## config.mk

```make
export PLATFORM = sky130hd
export DESIGN_NAME = depth_window_median_top
export DESIGN_NICKNAME = d
export VERILOG_FILES = /design/src/rtl/core/dwm_pkg.sv /design/src/rtl/core/depth_window_median_top.sv /design/src/rtl/core/dwm_ctrl.sv /design/src/rtl/core/dwm_dp.sv
export SDC_FILE = /design/constraint.sdc
export NUM_CORES = 2
export LEC_CHECK = 0
export BUFFER_PORTS_ARGS = -buffer_cell sky130_fd_sc_hd__buf_2
export CAP_MARGIN = 20
export CORE_AREA = 2 2 579 581
export CTS_CLUSTER_SIZE = 30
export DETAILED_ROUTE_END_ITERATION = 16
export DIE_AREA = 0 0 581 583
export HOLD_SLACK_MARGIN = 0.06
export PLACE_DENSITY = 0.66
export RECOVER_POWER = 100
export SLEW_MARGIN = 20
export SYNTH_ARGS = -nofsm -noshare
export SYNTH_HDL_FRONTEND = slang
export SYNTH_SLANG_ARGS = --single-unit
```

## constraint.sdc

```tcl
create_clock -name aclk -period 10.9 [get_ports aclk]
set_input_delay 0.545 -clock aclk [delete_from_list [all_inputs] [get_ports aclk]]
set_output_delay 0.545 -clock aclk [all_outputs]
set_load 0.1 [all_outputs]
```

## src/rtl/core/dwm_pkg.sv

```systemverilog
package dwm_pkg;

    localparam int COORD_BITS = 12;
    localparam int DEPTH_BITS = 16;
    localparam int DIM_BITS   = 13;
    localparam int WIN_BITS   = 5;
    localparam int CFG_IDX_W  = 2;
    localparam int BIT_IDX_W  = 4;

    localparam logic [CFG_IDX_W-1:0] REG_IMAGE_WIDTH  = 2'd0;
    localparam logic [CFG_IDX_W-1:0] REG_IMAGE_HEIGHT = 2'd1;
    localparam logic [CFG_IDX_W-1:0] REG_WINDOW_SIZE  = 2'd2;

    localparam logic [DIM_BITS-1:0] IMAGE_WIDTH_RST  = 13'd640;
    localparam logic [DIM_BITS-1:0] IMAGE_HEIGHT_RST = 13'd480;
    localparam logic [WIN_BITS-1:0] WINDOW_SIZE_RST  = 5'd5;

    typedef struct packed {
        logic [COORD_BITS-1:0] sample_col;
        logic [COORD_BITS-1:0] sample_row;
        logic [COORD_BITS-1:0] center_col;
        logic [COORD_BITS-1:0] center_row;
        logic [DEPTH_BITS-1:0] depth_mm;
        logic                  depth_finite;
        logic                  last;
    } in_item_t;

    typedef struct packed {
        logic [DEPTH_BITS-1:0] median_depth_mm;
        logic                  found;
        logic                  overflow;
    } out_item_t;

    // controller -> datapath
    typedef struct packed {
        logic accept;
        logic init;
        logic scan;
        logic decide;
        logic load_out;
    } dwm_cmd_t;

    // datapath -> controller
    typedef struct packed {
        logic count_zero;
        logic scan_last;
        logic bit_zero;
        logic out_free;
    } dwm_stat_t;

endpackage

```

## src/rtl/core/depth_window_median_top.sv

```systemverilog
// Input: one beat per cycle while a batch is collected; s_ready drops after the last beat.
// After the last beat, an empty batch goes straight to the output; otherwise the median of the
// N kept samples is selected with one pass over the sample RAM per depth bit, one read per cycle.
// The result sits in an output register, so the next batch streams in while it waits.
// Reset (aresetn, synchronous, active low) empties the batch, drops m_valid and restores
// image 640 x 480 with window size 5; the sample RAM itself is not cleared.
module depth_window_median_top #(
    parameter int STORE_DEPTH = 256
) (
    input  logic                          aclk,
    input  logic                          aresetn,
    // sample beats
    input  logic                          s_valid,
    output logic                          s_ready,
    input  dwm_pkg::in_item_t             s_data,
    // result beats
    output logic                          m_valid,
    input  logic                          m_ready,
    output dwm_pkg::out_item_t            m_data,
    // register writes
    input  logic                          cfg_valid,
    output logic                          cfg_ready,
    input  logic [dwm_pkg::CFG_IDX_W-1:0] cfg_index,
    input  logic [dwm_pkg::DIM_BITS-1:0]  cfg_data
);
    import dwm_pkg::*;

    dwm_cmd_t  cmd;
    dwm_stat_t stat;

    // registers take a write in any cycle
    assign cfg_ready = 1'b1;

    // sequence the batch: collect, then select the median bit by bit, then hand off
    dwm_ctrl u_ctrl (
        .aclk    (aclk),
        .aresetn (aresetn),
        .s_valid (s_valid),
        .s_last  (s_data.last),
        .s_ready (s_ready),
        .cmd     (cmd),
        .stat    (stat)
    );

    // filter, sample RAM, rank counters and output register
    dwm_dp #(
        .STORE_DEPTH (STORE_DEPTH)
    ) u_dp (
        .aclk      (aclk),
        .aresetn   (aresetn),
        .s_data    (s_data),
        .cfg_valid (cfg_valid),
        .cfg_index (cfg_index),
        .cfg_data  (cfg_data),
        .cmd       (cmd),
        .stat      (stat),
        .m_ready   (m_ready),
        .m_valid   (m_valid),
        .m_data    (m_data)
    );

endmodule

```

## src/rtl/core/dwm_ctrl.sv

```systemverilog
module dwm_ctrl (
    input  logic             aclk,
    input  logic             aresetn,
    input  logic             s_valid,
    input  logic             s_last,
    output logic             s_ready,
    output dwm_pkg::dwm_cmd_t cmd,
    input  dwm_pkg::dwm_stat_t stat
);
    import dwm_pkg::*;

    typedef enum logic [5:0] {
        ST_ACCEPT = 6'b000001,
        ST_START  = 6'b000010,
        ST_SCAN   = 6'b000100,
        ST_DRAIN  = 6'b001000,
        ST_DECIDE = 6'b010000,
        ST_OUT    = 6'b100000
    } state_t;

    state_t state_reg, state_next;

    assign s_ready = (state_reg == ST_ACCEPT);

    always_comb begin
        state_next   = state_reg;
        cmd          = '0;
        cmd.accept   = s_ready && s_valid;
        unique case (state_reg)
            ST_ACCEPT: begin
                if (s_valid && s_last) state_next = ST_START;
            end
            ST_START: begin
                if (stat.count_zero) begin
                    state_next = ST_OUT;
                end else begin
                    cmd.init   = 1'b1;
                    state_next = ST_SCAN;
                end
            end
            ST_SCAN: begin
                cmd.scan = 1'b1;
                if (stat.scan_last) state_next = ST_DRAIN;
            end
            ST_DRAIN: begin
                state_next = ST_DECIDE;
            end
            ST_DECIDE: begin
                cmd.decide = 1'b1;
                state_next = stat.bit_zero ? ST_OUT : ST_SCAN;
            end
            ST_OUT: begin
                if (stat.out_free) begin
                    cmd.load_out = 1'b1;
                    state_next   = ST_ACCEPT;
                end
            end
            default: state_next = ST_ACCEPT;
        endcase
    end

    always_ff @(posedge aclk) begin
        if (!aresetn) begin
            state_reg <= ST_ACCEPT;
        end else begin
            state_reg <= state_next;
        end
    end

endmodule

```

## src/rtl/core/dwm_dp.sv

```systemverilog
module dwm_dp #(
    parameter int STORE_DEPTH = 256
) (
    input  logic                             aclk,
    input  logic                             aresetn,
    input  dwm_pkg::in_item_t                s_data,
    input  logic                             cfg_valid,
    input  logic [dwm_pkg::CFG_IDX_W-1:0]    cfg_index,
    input  logic [dwm_pkg::DIM_BITS-1:0]     cfg_data,
    input  dwm_pkg::dwm_cmd_t                cmd,
    output dwm_pkg::dwm_stat_t               stat,
    input  logic                             m_ready,
    output logic                             m_valid,
    output dwm_pkg::out_item_t               m_data
);
    import dwm_pkg::*;

    localparam int ADDR_W = (STORE_DEPTH > 1) ? $clog2(STORE_DEPTH) : 1;
    localparam int CNT_W  = $clog2(STORE_DEPTH + 1);
    localparam int POS_W  = COORD_BITS + 1;

    logic [DIM_BITS-1:0]   image_width_reg;
    logic [DIM_BITS-1:0]   image_height_reg;
    logic [WIN_BITS-1:0]   window_size_reg;

    logic [DEPTH_BITS-1:0] store_mem [STORE_DEPTH];
    logic [DEPTH_BITS-1:0] rd_data_reg;
    logic                  rd_vld_reg;

    logic [CNT_W-1:0]      count_reg;
    logic                  dropped_reg;
    logic [ADDR_W-1:0]     addr_reg;
    logic [CNT_W-1:0]      tally_reg;
    logic [CNT_W-1:0]      rank_reg;
    logic [DEPTH_BITS-1:0] prefix_reg;
    logic [BIT_IDX_W-1:0]  bit_reg;

    logic                  m_valid_reg;
    out_item_t             m_data_reg;

    logic [POS_W-1:0]      radius;
    logic                  col_ok, row_ok, keep, full;
    logic [DEPTH_BITS-1:0] hi_mask;
    logic                  match;

    // configuration
    always_ff @(posedge aclk) begin
        if (!aresetn) begin
            image_width_reg  <= IMAGE_WIDTH_RST;
            image_height_reg <= IMAGE_HEIGHT_RST;
            window_size_reg  <= WINDOW_SIZE_RST;
        end else if (cfg_valid) begin
            unique case (cfg_index)
                REG_IMAGE_WIDTH:  image_width_reg  <= cfg_data;
                REG_IMAGE_HEIGHT: image_height_reg <= cfg_data;
                REG_WINDOW_SIZE:  window_size_reg  <= cfg_data[WIN_BITS-1:0];
                default: ;
            endcase
        end
    end

    // window test: centre - r <= pos < min(centre + r, size)
    assign radius = POS_W'(window_size_reg >> 1);
    assign col_ok = (POS_W'(s_data.sample_col) + radius >= POS_W'(s_data.center_col))
                 && (POS_W'(s_data.sample_col) <  POS_W'(s_data.center_col) + radius)
                 && (DIM_BITS'(s_data.sample_col) < image_width_reg);
    assign row_ok = (POS_W'(s_data.sample_row) + radius >= POS_W'(s_data.center_row))
                 && (POS_W'(s_data.sample_row) <  POS_W'(s_data.center_row) + radius)
                 && (DIM_BITS'(s_data.sample_row) < image_height_reg);
    assign keep   = s_data.depth_finite && (s_data.depth_mm != '0) && col_ok && row_ok;
    assign full   = (count_reg == CNT_W'(STORE_DEPTH));

    // store
    always_ff @(posedge aclk) begin
        if (cmd.accept && keep && !full) begin
            store_mem[count_reg[ADDR_W-1:0]] <= s_data.depth_mm;
        end
        rd_data_reg <= store_mem[addr_reg];
    end

    // radix select: one pass over the store per depth bit, MSB first
    assign hi_mask = {DEPTH_BITS{1'b1}} << ({1'b0, bit_reg} + 5'd1);
    assign match   = (((rd_data_reg ^ prefix_reg) & hi_mask) == '0) && !rd_data_reg[bit_reg];

    always_ff @(posedge aclk) begin
        if (!aresetn) begin
            count_reg   <= '0;
            dropped_reg <= 1'b0;
            rd_vld_reg  <= 1'b0;
            m_valid_reg <= 1'b0;
        end else begin
            rd_vld_reg <= cmd.scan;
            if (cmd.load_out) begin
                count_reg   <= '0;
                dropped_reg <= 1'b0;
            end else if (cmd.accept && keep) begin
                if (full) dropped_reg <= 1'b1;
                else      count_reg   <= count_reg + CNT_W'(1);
            end
            if (cmd.load_out)  m_valid_reg <= 1'b1;
            else if (m_ready)  m_valid_reg <= 1'b0;
        end
    end

    always_ff @(posedge aclk) begin
        if (cmd.init) begin
            addr_reg   <= '0;
            tally_reg  <= '0;
            rank_reg   <= count_reg >> 1;
            prefix_reg <= '0;
            bit_reg    <= '1;
        end else if (cmd.decide) begin
            addr_reg  <= '0;
            tally_reg <= '0;
            bit_reg   <= bit_reg - BIT_IDX_W'(1);
            if (rank_reg >= tally_reg) begin
                prefix_reg[bit_reg] <= 1'b1;
                rank_reg            <= rank_reg - tally_reg;
            end
        end else begin
            if (cmd.scan) addr_reg <= addr_reg + ADDR_W'(1);
            if (rd_vld_reg && match) tally_reg <= tally_reg + CNT_W'(1);
        end
    end

    always_ff @(posedge aclk) begin
        if (cmd.load_out) begin
            m_data_reg.found           <= (count_reg != '0);
            m_data_reg.median_depth_mm <= (count_reg != '0) ? prefix_reg : '0;
            m_data_reg.overflow        <= dropped_reg;
        end
    end

    assign stat.count_zero = (count_reg == '0);
    assign stat.scan_last  = (CNT_W'(addr_reg) == count_reg - CNT_W'(1));
    assign stat.bit_zero   = (bit_reg == '0);
    assign stat.out_free   = !m_valid_reg || m_ready;

    assign m_valid = m_valid_reg;
    assign m_data  = m_data_reg;

endmodule

```

==> impl_metrics.json <==
{
  "yosysUniqueCellTypes": 84,
  "internal-power_w": 0.0259,
  "cp-start-kind": "flop",
  "drt-total-wl_um": 481000,
  "setup-tns-final_ps": 0,
  "cp_max_fo": 35,
  "post-route-period-util_pct": 83.1,
  "antenna_found_initial": 33,
  "endpoint_kind": "flop",
  "ctsHoldBuffers": 32,
  "p_per_area_mw_per_mm2": 175,
  "pwr-share-comb_pct": 1.9,
  "seq_power_share_pct": 54.9,
  "grt-ovfl-total": 0,
  "cts.repair.resized": 0,
  "max_freq_mhz": 110,
  "ys_seq_area_share_pct": 75.9,
  "timing.final.crit_period_ps": 9060,
  "grt_use_total_pct": 28.0,
  "power_switching_w": 0.00662,
  "clock_latency_ps": 980,
  "wl_met3_um": 59200,
  "grt_pass1_wl_um": 669000,
  "wl_met1_um": 178000,
  "grt_pass1_vias": 86316,
  "hold_viol_final": 0,
  "syn_inst": 8169,
  "fin_util_pct": 55.9,
  "p_leak_nw": 55.6,
  "setup_violations": 0,
  "path_class": "flop to flop",
  "ios": 107,
  "critPathRequiredTime_ps": 11660,
  "cts_buffers": 414,
  "ys_top_cells_by_area": "edfxtp_1 (75%), mux4_2 (12%), mux2i_1 (2.5%)",
  "netSwitchingFraction_pct": 20.4,
  "synthesis.nets": 8366,
  "cts_root_buf": "clkbuf_16",
  "finClkSkew_ps": 45.7,
  "violations": "max-capacitance violations, max-slew violations",
  "synth_most_common_cell": "edfxtp_1",
  "portBuffers": 105,
  "synthArstFlopShare_pct": 0,
  "h-tree-depth": 5,
  "wl_met2_um": 218000,
  "rows": 212,
  "drt_iter0_drc": 13251,
  "cts_tree": "yes",
  "syn_to_final_growth_pct": 12.1,
  "synth_area_leader_cell": "edfxtp_1",
  "clkSinkCount": 4224,
  "fp.coreArea_mm2": 0.332,
  "power_frac_clock_pct": 43.2,
  "synth_commonest_cells": "edfxtp_1 (4122), mux4_2 (875), mux2i_1 (414)",
  "synthesis.area_mm2": 0.166,
  "dp.final_hpwl_um": 290000,
  "synth.top_cell.area_share_pct": 74.7,
  "yosysWarnings": 0,
  "largest_reg_flops": 4096,
  "globalplace.congestion": 0.942,
  "whs_ps": 118,
  "arrival_ps": 9820,
  "tightest_slew_ps": 8210,
  "grt_max_degree": 158,
  "drc": 0,
  "synth.avg_cell_area_um2": 20.3,
  "status": "finished, violations left",
  "clock_path_buffers": 4,
  "synth_edf_count": 4122,
  "yosys_register_bits": 4224,
  "firstDrtPassIters": 7,
  "ant_nets": 0,
  "vias": 88238,
  "highest_layer": "met5",
  "slew_violations": 4223,
  "start_util_pct": 49.9,
  "die_y_um": 583,
  "fillers": 24628,
  "die_w_um": 581,
  "dieArea_mm2": 0.339,
  "final_nets": 8870,
  "clk_pin_slew_ps": 60,
  "hp-class": "input port to flop",
  "grt_setup_unrepaired": "no",
  "via_per_inst": 6.57,
  "avgRoutedWirePerCell_um": 35.8,
  "worst_ir_drop_vdd_uv": 144,
  "layout-drive-gt1-share_pct": 20.1,
  "post_cts_buffers": 0,
  "ys.flop_type": "edfxtp_1",
  "maxSlewHeadroom_pct": -448,
  "maxCapViolations": 85
}
## per-stage QoR
stage	power [W]	instance area, um^2	instances	worst slack [ps]
final	0.0325	186000	13438	1840
after global routing	0.0333	186000	13421	1760
after CTS	0.0327	187000	13404	3760
after detailed placement	0.0188	173000	12608	3660
after global placement	0.0188	173000	12605	3730
after floorplan	0.0184	166000	8169	5800
## logic make-up (layout without fill, tap and decap cells)
kind of cell	count (synthesis)	in the layout	synth area share [%]
AOI/OAI and AO/OA	964	964	4.00
xor gates and xnor gates	89	89	0.470
adders and majority gates	111	111	0.860
buffers and inverters	547	1399	1.53
DFF	4224	4224	75.9
muxes	1330	1330	14.7
other	1	31	0.00226
and+or+nand+nor	903	903	2.54
## path summary, 6_finish.rpt
path,depth (start not counted),end,from,slack [ps]
setup / recovery,11,u_dp.rd_data_reg[8]$_DFF_P_,u_dp.addr_reg[4]$_SDFFE_PP0P_,1840
hold / removal,5,u_dp.image_width_reg[6]$_SDFFE_PN0P_,cfg_index[0],120
setup reg to reg,11,u_dp.rd_data_reg[8]$_DFF_P_,u_dp.addr_reg[4]$_SDFFE_PP0P_,1840
hold reg to reg,2,u_dp.image_width_reg[6]$_SDFFE_PN0P_,u_dp.image_width_reg[6]$_SDFFE_PN0P_,470
## placed cells by master (no fill, tap or decap), types with 22 or more instances in the layout
cell / netlist / layout
mux4_2: 875 / 875
clkinv_2: 0 / 91
nand2b_1: 31 / 30
nand4_1: 23 / 23
edfxtp_1: 4122 / 4122
buf_4: 56 / 136
a22o_1: 34 / 34
xnor2_1: 62 / 62
nand3_1: 58 / 55
a22oi_1: 117 / 117
dfxtp_1: 102 / 95
a21boi_0: 22 / 22
dlygate4sd3_1: 0 / 32
mux2_2: 38 / 38
clkbuf_16: 0 / 417
o221ai_1: 63 / 63
nor2b_1: 50 / 44
o22ai_1: 93 / 93
diode_2: 0 / 30
a221oi_1: 68 / 68
nor3_1: 40 / 39
inv_1: 92 / 91
buf_12: 0 / 22
buf_2: 140 / 69
mux2i_1: 414 / 414
o21ai_0: 115 / 114
clkinv_1: 0 / 103
nor2_1: 393 / 375
nand2_1: 214 / 211
a21oi_1: 223 / 223
xor2_1: 27 / 27
clkbuf_1: 206 / 354
a211oi_1: 64 / 63
ha_1: 106 / 106
bufinv_16: 0 / 38
## worst max-delay path: stages (launching register included)
cell and delay (ps):
dfxtp_1 1750, clkbuf_1 1670, clkbuf_1 1700, nor2_4 -10, clkbuf_1 980, o221ai_1 420, a21oi_1 130, nand2_1 200
nand3_1 260, a21oi_1 660, a311oi_1 100, a21oi_1 880
## power groups by stage
stage / Clock [W] / Sequential, W / Combinational, W
final: 0.0140 / 0.0179 / 0.000619
after global routing: 0.0148 / 0.0179 / 0.000658
after CTS: 0.0142 / 0.0178 / 0.000636
after detailed placement: 0 / 0.0182 / 0.000626
after global placement: 0 / 0.0182 / 0.000605
after floorplan: 0 / 0.0182 / 0.000167
## layout make-up
| class | count | area (um^2) | area share [%] |
|---|---|---|---|
| Timing Repair Buffer | 543 | 3230 | 1.74 |
| Clock buffer | 495 | 10700 | 5.78 |
| Multi-Input combinational cell | 3398 | 37600 | 20.2 |
| Sequential cell | 4224 | 126000 | 67.7 |
| Antenna cell | 30 | 75.1 | 0.0404 |
| Tap cell | 4387 | 5490 | 2.95 |
| Inverter | 92 | 345 | 0.186 |
| Clock inverter | 269 | 2490 | 1.34 |
## layer usage
| metal | global-route usage [%] | vias to the layer above |
|---|---|---|
| li1 | - | 35015 |
| met1 | 38.2 | 46296 |
| met2 | 42.1 | 5911 |
| met3 | 8.10 | 1004 |
| met4 | 12.7 | 12 |
| met5 | 0.0709 | - |
(Power assumes the default switching activity.)
